File: src/rtl/core/bsrch_pkg.sv
// Shared types and constants for the sorted-table binary search block.
// No dependencies; used by every module in rtl/core.
`timescale 1ns / 1ps

package bsrch_pkg;

  localparam int unsigned TABLE_DEPTH = 1024;  // key table entries
  localparam int unsigned KEY_W    = 32;  // key width
  localparam int unsigned IDX_W    = $clog2(TABLE_DEPTH);  // write index width
  localparam int unsigned POS_W    = IDX_W + 1;  // position / count width
  localparam int unsigned CFG_IDX_W  = 8;
  localparam int unsigned CFG_DATA_W = 16;

  // configuration register indexes
  localparam logic [CFG_IDX_W-1:0] CFG_USED_COUNT = 8'd0;
  localparam logic [CFG_IDX_W-1:0] CFG_DESCENDING = 8'd1;

  // input item opcodes
  localparam logic OP_WRITE  = 1'b0;
  localparam logic OP_SEARCH = 1'b1;

  typedef struct packed {
    logic             op;
    logic [IDX_W-1:0] write_index;
    logic [KEY_W-1:0] entry_value;
    logic [KEY_W-1:0] search_key;
  } in_word_t;

  typedef struct packed {
    logic             found;
    logic [POS_W-1:0] position;
  } out_word_t;

  // result of one halving step
  typedef struct packed {
    logic             hit;
    logic             done;
    logic [POS_W-1:0] pos;
    logic [POS_W-1:0] next_lo;
    logic [POS_W-1:0] next_n;
    logic [POS_W-1:0] next_probe;
  } step_t;

endpackage

File: src/rtl/core/bsrch_step.sv
// One halving step: compare the probed entry with the key and narrow the range.
// Depends on bsrch_pkg for step_t and widths.
`timescale 1ns / 1ps

module bsrch_step (
  input  logic [bsrch_pkg::POS_W-1:0] lo_i,
  input  logic [bsrch_pkg::POS_W-1:0] n_i,
  input  logic [bsrch_pkg::KEY_W-1:0] key_i,
  input  logic [bsrch_pkg::KEY_W-1:0] entry_i,
  input  logic                        desc_i,
  output bsrch_pkg::step_t            step_o
);

  logic [bsrch_pkg::POS_W-1:0] half;
  logic [bsrch_pkg::POS_W-1:0] probe;
  logic                        eq;
  logic                        go_right;
  logic [bsrch_pkg::POS_W-1:0] lo_n;
  logic [bsrch_pkg::POS_W-1:0] n_n;

  always_comb begin
    half     = n_i >> 1;
    probe    = lo_i + half;
    eq       = (key_i == entry_i);
    go_right = desc_i ? (key_i < entry_i) : (key_i > entry_i);
    if (go_right) begin
      lo_n = probe + 1'b1;
      n_n  = n_i - half - 1'b1;
    end else begin
      lo_n = lo_i;
      n_n  = half;
    end
    step_o.hit        = eq;
    step_o.done       = eq || (n_n == '0);
    step_o.pos        = eq ? probe : lo_n;
    step_o.next_lo    = lo_n;
    step_o.next_n     = n_n;
    step_o.next_probe = lo_n + (n_n >> 1);
  end

endmodule

File: config.mk
export PLATFORM = sky130hd
export DESIGN_NAME = bsrch_step
export DESIGN_NICKNAME = d
export VERILOG_FILES = /design/src/rtl/core/bsrch_pkg.sv /design/src/rtl/core/bsrch_step.sv
export SDC_FILE = /design/constraint.sdc
export NUM_CORES = 1
export LEC_CHECK = 0
export BUFFER_PORTS_ARGS = -buffer_cell sky130_fd_sc_hd__buf_2
export CORE_ASPECT_RATIO = 1.75
export CORE_MARGIN = 2
export CORE_UTILIZATION = 35
export DETAILED_ROUTE_END_ITERATION = 10
export GPL_ROUTABILITY_DRIVEN = 0
export PLACE_DENSITY = 0.6
export SLEW_MARGIN = 20
export SYNTH_ARGS = -nofsm -noshare
export SYNTH_HDL_FRONTEND = slang
export SYNTH_SLANG_ARGS = --single-unit
export TNS_END_PERCENT = 20
File: constraint.sdc
create_clock -name vclk -period 12.56
set_input_delay 0.628 -clock vclk [all_inputs]
set_output_delay 0.628 -clock vclk [all_outputs]
set_load 0.01 [all_outputs]
Yosys cells after proc, flatten, opt, wreduce, memory -nomap -nowiden

Index checks and enable logic that the tools add are counted.
Widths: inputs -> output; s select.

Add/sub/neg operators: 5
Order comparisons: 2
Equality and inequality tests: 1
Muxes and demuxes: 4
Reductions and logical operators: 2

Operator list:

| kind                  | count |
|---|---|
| $mux 11               | 3 |
| $eq 32x32->1          | 1 |
| $gt 32x32->1          | 1 |
| $lt 32x32->1          | 1 |
| $add 11x10->11        | 2 |
| $add 11x1->11 const B | 1 |
| $logic_not 11->1      | 1 |
| $sub 11x1->11 const B | 1 |
| $sub 11x10->11        | 1 |
| $logic_or 1x1->1      | 1 |
| $mux 1                | 1 |

Register bits after elaboration: 0
Input port bits: 87
Output and inout bits: 46
Logic and storage cells: 14

Longest topological paths before layout

Gate-level depths: netlist (run 1).

Depth after elaboration: 5
Depth in mapped cells: 22

Worst setup path after synthesis (run 1)

Ideal clock, no wire load.

Path type: input to output
Start: input port entry_i[15] in the netlist's numbering
End: output port step_o[8] in the netlist's numbering
Arrival: 5.176 ns
Data required time: 11.932 ns
Path slack: 6.756 ns
Cell stages on the path: 20
Path buffers: 2
Cells stage by stage: inv_1 > ha_1 > nand4_1 > nor4_1 > a21boi_1 > o31ai_1 > and3_1 > clkbuf_1 > nor2_1 > clkbuf_1 > o21ai_0 > fa_1 > a21oi_1 > o21ai_0 > a21boi_0 > maj3_1 > o21a_1 > o311a_2 > or3_1 > o311ai_2

RTL lines:

| what               | line             | source |
|---|---|---|
| start: declaration | bsrch_step.sv:9  | `input logic [bsrch_pkg::KEY_W-1:0] entry_i,` |
| end: declaration   | bsrch_step.sv:11 | `output bsrch_pkg::step_t step_o` |

==> summary.txt, run 1 <==
Run status
  – Status: finished clean

Global route
  – Largest net degree at the start of global routing: 22
  – Vias in the first global route: 3607
  – Total GRT Usage: 19.53%
  – Met1 global-route usage: 20.38%
  – Busiest grt layer: met2
  – Met2 Use GR: 39.05%
  – Initial antenna violation count: 0
  – Met3 Use GR: 1.004%
  – Gr ovfl total: 0
  – First-pass GRT wire length: 15520 µm

Synthesis
  – Commonest cells in the netlist: ha_1, inv_1, nand2_1, a21oi_1, o21ai_0
  – Fraction of the yosys area taken by sequential cells: 0%
  – Yosys top cell area share: 24.15%
  – Avg Inst Size Synth: 7.008 µm²
  – Top post-synthesis cells by area: ha_1, inv_1, a21oi_1, o21ai_0, nand2_1
  – Yosys warning count: 0
  – Leading area contributor after synthesis: ha_1
  – Cells after Synth: 451
  – Distinct cell type count after synthesis: 66
  – Syn Nets: 602
  – Synthesized area: 3161 µm²
  – Count leader, synth: ha_1

Critical path
  – CP endpoint kind: primary output
  – Worst-path maximum fanout: 16
  – Critical path class: input pin to primary output
  – WP data arrival: 6.10 ns
  – Worst setup SP type: input pin
  – WP data required: 11.93 ns

Worst hold path
  – Hold Crit Class: input pin to primary output

Clock network
  – Post-CTS Hold Buffers: 0
  – Post-CTS setup repair buffer count: 0
  – PostCTS Resize Cnt: 0

Power and ir drop
  – PD cells: 83.04 nW/µm²
  – LEAKAGE: 2.072 nW
  – PnR Total Power: 0.0003265 W
  – Maximum resistive drop on vdd: 0.03423 mV

Timing
  – Maximum clock rate: 148.6 MHz
  – Rel. slew slack: 54.55%
  – Tcrit/Tclk final: 53.57%
  – Final Hold Fails: 0
  – Crit path time final: 6.728 ns
  – Fin Setup TNS: 0 ns
  – Max-slew violations: 0
  – RSZ-0062 raised after global routing: no
  – Worst slew pin tran: 0.6772 ns
  – Final setup viols: 0

Routing
  – Via density: 5.389
  – DRC: 0
  – Drt pass-1 iters: 4
  – Via Count: 3724
  – Total detailed-routing wirelength: 9977 µm
  – Routed Antenna Nets: 0
  – Iteration-0 DRC Markers: 94
  – Wire per inst: 14.44 µm

Floorplanning
  – Ports: 133
  – Chip width: 75.84 µm
  – Die area: 9837 µm²
  – Row count: 45
  – Core ar.: 8727 µm²
  – Initial Utilization: 36.22%
  – DIE HEIGHT: 129.7 µm

Final layout
  – FFs & Latches: 0
  – Final std cells w/o fill: 691
  – Share of post-route cells with drive strength above 1: 27.53%
  – Net count, final: 727
  – Reg area: 0 µm²
  – # clk buffers: 0
  – Area grow syn2layout: 24.43%
  – Fin util: 45.06%
  – Antenna diode instance count: 0

Placed design
  – Placed cell count: 691
  – Number of port buffers: 133
  – HPWL Detailed: 8807 µm

Flow run
  – MaxCap Viol Count: 0
[metal layers]
layer  part of all wire [%]  wire (µm)
met1                     38       3752
met2                     55       5450
met3                    4.2        415
met4                    3.6        359
met5                      0          0
[final cells by class]
cell class / count / area, µm²
timing repair buffer: 134 / 673.1
fill: 930 / 4795
multi-input combinational: 389 / 2922
tap: 117 / 146.4
inverter: 51 / 191.4
[final timing paths]
kind,cells after the start,from,slack (ns),endpoint
setup / recovery,22,entry_i[15],5.83,step_o[8]
hold / removal,4,lo_i[10],1.66,step_o[32]
[critical path: stages]
cell and delay (ns):
buf_2 0.08, inv_1 0.03, ha_1 0.30, nand4_1 0.14
nor4_1 0.58, and3_1 0.28, nor2_1 0.05, o21ai_1 0.30
nand2_1 0.53, nor2_1 0.22, a21oi_1 0.09, ha_1 0.26
fa_1 0.41, a21oi_1 0.34, o21ai_0 0.13, a21boi_0 0.17
maj3_1 0.43, o21a_1 0.13, o311a_2 0.36, or3_1 0.37
o311ai_2 0.09, buf_2 0.18
[placed cells by master, fill, tap and decap left out, drive strengths merged, types with 2 or more instances in the layout]
cell	instances
a211oi	7
a21boi	3
a21o	10
a21oi	34
a311oi	2
a31oi	3
and2	2
and3	5
buf	134
fa	3
ha	61
inv	51
maj3	4
mux2	8
mux2i	2
nand2	45
nand2b	4
nand3	9
nand4	11
nor2	31
nor2b	6
nor3	9
nor4	9
o2111ai	4
o211ai	3
o21a	8
o21ai	37
o21bai	3
o22ai	2
o311a	3
o311ai	3
o31a	2
o31ai	2
or2	5
or4	2
xnor2	20
xor2	13
[report_power, final]
part | internal (W) | switching, W | total (W)
Sequential | 0 | 0 | 0
Combinational | 0.000140 | 0.000187 | 0.000327
Clock | 0 | 0 | 0
[kinds of logic (layout without fill, tap and decap cells)]
| family | after synthesis | in the layout | share of synthesized area, % |
|---|---|---|---|
| AOI/OAI and AO/OA | 131 | 131 | 27.32 |
| xor gates and xnor gates | 34 | 34 | 10.45 |
| adders and majority gates | 68 | 68 | 27.32 |
| buffers and inverters | 62 | 185 | 7.561 |
| muxes | 10 | 10 | 3.484 |
| and+or+nand+nor | 146 | 146 | 23.87 |
[through the flow]
step / hold WS [ns] / area (µm²) / setup WS (ns)
final: 1.659 / 3933 / 5.832
after global routing: 1.675 / 3933 / 5.383
after CTS: 1.665 / 3933 / 5.895
after detailed placement: 1.665 / 3933 / 5.912
after global placement: 1.657 / 3933 / 6.091
after floorplan: 1.398 / 3161 / 6.756
Note: power is estimated with default switching activity, not from simulation.
==> run 2: changes to the inputs <==
Clock period 12.56 ns to 6.8 ns, I/O delays scaled along.
==> summary.txt, run 2 (same netlist as run 1, synthesis figures left out) <==
Run status
  – Status: finished clean

Final layout
  – Net count, final: 728
  – Reg area: 0 µm²
  – Commonest non-fill, non-tap cell in the layout: buf_2
  – Commonest cells after routing, fill and taps aside: buf_2, ha_1, inv_1, nand2_1
  – # clk buffers: 0
  – Share of post-route cells with drive strength above 1: 27.65%
  – FFs & Latches: 0
  – Area grow syn2layout: 24.66%
  – # fillers: 912
  – Antenna diode instance count: 0

Timing
  – Tcrit/Tclk final: 89.62%
  – Maximum clock rate: 164.1 MHz
  – Final setup viols: 0
  – Max-slew violations: 0
  – Worst slew pin tran: 0.6299 ns
  – Fin Setup TNS: 0 ns
  – Final worst setup slack: 0.7061 ns
  – RSZ-0062 raised after global routing: no
  – Rel. slew slack: 57.56%
  – Final Hold Fails: 0
  – Crit path time final: 6.094 ns

Floorplanning
  – Initial Utilization: 36.22%
  – DIE HEIGHT: 129.7 µm
  – Die area: 9837 µm²
  – Ports: 133
  – Core ar.: 8727 µm²
  – Chip width: 75.84 µm
  – Row count: 45

Global route
  – Gr ovfl total: 0
  – Total GRT Usage: 19.97%
  – Vias in the first global route: 3566
  – Initial antenna violation count: 0
  – First-pass GRT wire length: 15810 µm
  – Largest net degree at the start of global routing: 17

Routing
  – DRC: 0
  – Via Count: 3722
  – Max Used Layer: met4
  – Total detailed-routing wirelength: 10170 µm
  – Routed wl met3: 386 µm
  – Wl on met1: 3846 µm
  – Via density: 5.379
  – Iteration-0 DRC Markers: 120
  – Routed Antenna Nets: 0
  – Wire per inst: 14.70 µm
  – Drt pass-1 iters: 5
  – Met2 wire length: 5547 µm

Critical path
  – WP data required: 6.46 ns
  – WP data arrival: 5.75 ns
  – Critical path class: input pin to primary output
  – Worst setup SP type: input pin
  – CP endpoint kind: primary output
  – Worst-path maximum fanout: 9

Clock network
  – Post-CTS setup repair buffer count: 0
  – PostCTS Resize Cnt: 0
  – Post-CTS Hold Buffers: 0

Placed design
  – Pre-CTS WS: 0.7647 ns
  – Number of port buffers: 133
  – HPWL Detailed: 8980 µm

Power and ir drop
  – Maximum resistive drop on vdd: 0.06976 mV
  – PD cells: 153.3 nW/µm²
  – LEAKAGE: 2.077 nW

Flow run
  – MaxCap Viol Count: 0

Worst hold path
  – Hold Crit Class: input pin to primary output
run 2: cell types whose count changed in the layout (fill, tap and decap cells not counted):
cell / previous run / this run
buf_4: 1 / 2
run 2: path summary, 6_finish.rpt:
check | startpoint | to | slack (ns) | cells past startpoint
worst max-delay path | key_i[15] | step_o[9] | 0.71 | 20
worst min-delay path | lo_i[10] | step_o[32] | 1.08 | 4
run 2: area by class of cell:
type	count	area (µm²)	share of cell area (%)
Tap cell	117	146.4	3.715
Multi-Input combinational cell	389	2922	74.15
Timing Repair Buffer	135	680.7	17.28
Inverter	51	191.4	4.859
run 2: critical path, cell delays in order:
cell and delay [ns]:
buf_2 0.10, ha_1 0.31, nand4_1 0.13, nor4_1 0.57, a21boi_1 0.28, o31ai_1 0.15, and3_1 0.34, nor2_1 0.44
o21ai_0 0.36, ha_1 0.38, a21o_1 0.17, a21o_1 0.20, maj3_1 0.37, maj3_1 0.39, nand2_1 0.09, nor3_1 0.05
a311oi_1 0.55, nand4b_1 0.18, o311ai_0 0.16, buf_2 0.20
run 2: stage by stage:
step                cell area (µm²)  hold slack, ns  total power, W  instances  util (%)
global placement               3940           1.081       0.0005953        692     45.15
floorplan                      3161          0.8225       0.0004082        451         -
finish                         3940           1.078       0.0006041        692     45.15
detailed placement             3940           1.083       0.0005997        692     45.15
CTS                            3940           1.084       0.0006040        692     45.15
global route                   3940           1.101       0.0006675        692     45.15
run 2: layer usage:
metal	vias to the layer above	global-route usage [%]
li1	1897	-
met3	26	1.004
met4	0	6.089
met2	120	39.45
met5	-	0
met1	1679	21.46
run 2: power by group:
part	internal, W	switching, W
registers	0	0
clock network	0	0
logic	0.000259	0.000345
==> run 3: changes to the inputs <==
Settings changed: MAX_ROUTING_LAYER from default to met4.
Clock period 6.8 ns to 7.84 ns, I/O delays scaled along.
==> summary.txt, run 3 (same netlist as run 1, synthesis figures left out) <==
Global route
  – Gr ovfl total: 0
  – Total GRT Usage: 20.05%
  – Vias in the first global route: 3608
  – Largest net degree at the start of global routing: 22
  – First-pass GRT wire length: 15530 µm
  – Initial antenna violation count: 0

Final layout
  – Net count, final: 727
  – Finished Cell Area: 3933 µm²
  – Reg area: 0 µm²
  – Commonest cells after routing, fill and taps aside: buf_2, ha_1, inv_1, nand2_1
  – FFs & Latches: 0
  – Share of post-route cells with drive strength above 1: 27.53%
  – # clk buffers: 0
  – Fin util: 45.06%
  – Commonest non-fill, non-tap cell in the layout: buf_2
  – Area grow syn2layout: 24.43%
  – # fillers: 933
  – Antenna diode instance count: 0

Floorplanning
  – Initial Utilization: 36.22%
  – Die area: 9837 µm²
  – Row count: 45
  – DIE HEIGHT: 129.7 µm
  – Ports: 133
  – Core ar.: 8727 µm²
  – Chip width: 75.84 µm

Flow run
  – MaxCap Viol Count: 0

Timing
  – Rel. slew slack: 56.11%
  – Fin Hold WS: 1.189 ns
  – Max-slew violations: 0
  – RSZ-0062 raised after global routing: no
  – Final Hold Fails: 0
  – Tcrit/Tclk final: 79.13%
  – Fin Setup TNS: 0 ns
  – Worst slew pin tran: 0.6539 ns
  – Crit path time final: 6.204 ns
  – Final setup viols: 0
  – Maximum clock rate: 161.2 MHz

Clock network
  – Post-CTS setup repair buffer count: 0
  – Post-CTS Hold Buffers: 0
  – PostCTS Resize Cnt: 0

Worst hold path
  – Number of cells on the worst hold path: 3
  – Hold endpoint: step_o[29]
  – HP Start: lo_i[7]
  – Hold Crit Class: input pin to primary output

Power and ir drop
  – PD cells: 132.2 nW/µm²
  – Maximum resistive drop on vdd: 0.05504 mV
  – LEAKAGE: 2.072 nW

Critical path
  – Worst setup SP type: input pin
  – WP data arrival: 5.81 ns
  – WP data required: 7.45 ns
  – CP endpoint kind: primary output
  – Worst-path maximum fanout: 16
  – Critical path class: input pin to primary output

Routing
  – Via Count: 3691
  – Routed Antenna Nets: 0
  – Via density: 5.342
  – Wire per inst: 14.30 µm
  – Drt pass-1 iters: 4
  – Iteration-0 DRC Markers: 123
  – DRC: 0
  – Total detailed-routing wirelength: 9883 µm

Run status
  – Status: finished clean

Placed design
  – Number of port buffers: 133
  – Placed inst area: 3933 µm²
  – HPWL Detailed: 8805 µm
==> run 3: changes by cell type in the layout (fill, tap and decap cells not counted), sizes merged <==
cell | before | now
buf | 135 | 134
==> run 3: area by class of cell <==
type,count,area [µm²],share of cell area (%)
multi-input combinational,389,2922,74.29
timing repair buffer,134,673.1,17.12
inverter,51,191.4,4.868
tap,117,146.4,3.723
==> run 3: worst max path at each step <==
stage / from / to / slack [ns]
finish: entry_i[14] / step_o[9] / 1.64
detailed placement: entry_i[15] / step_o[8] / 1.67
CTS: entry_i[14] / step_o[8] / 1.66
global placement: entry_i[15] / step_o[8] / 1.84
floorplan: entry_i[15] / step_o[8] / 2.51
global route: entry_i[13] / step_o[8] / 1.14
==> run 3: worst max-delay path, stage by stage <==
cell and delay (ns):
buf_2 0.08, inv_1 0.03, ha_1 0.28, nand4_1 0.15, nor4_1 0.58, a21boi_1 0.28, o31a_1 0.19, o21ai_1 0.20
nand2_1 0.54, mux2_2 0.45, ha_1 0.28, a21o_1 0.17, a21o_1 0.20, maj3_1 0.38, maj3_1 0.39, nand2_1 0.08
nor3_1 0.05, a311oi_1 0.58, nand4b_1 0.17, o311ai_0 0.15, buf_2 0.20
==> run 3: metrics by stage <==
stage | instances | setup WS, ns | total power [W]
floorplan | 451 | 2.508 | 0.0003540
detailed placement | 691 | 1.673 | 0.0005184
global route | 691 | 1.143 | 0.0005713
finish | 691 | 1.636 | 0.0005198
CTS | 691 | 1.660 | 0.0005212
global placement | 691 | 1.843 | 0.0005140
==> run 3: routing by layer <==
layer / global-route usage, % / routed length, µm / part of all wire, % / vias up
li1: - / - / - / 1887
met1: 20.39 / 3708 / 38 / 1677
met2: 39.50 / 5469 / 55 / 107
met3: 0.3861 / 379 / 3.8 / 20
met4: 5.986 / 325 / 3.3 / 0
met5: - / 0 / 0 / -
==> run 3: power breakdown <==
group	switching (W)	internal [W]	leakage, nW
Sequential	0	0	0
Clock	0	0	0
Combinational	0.000296	0.000224	2.07
Total	0.000296	0.000224	2.07
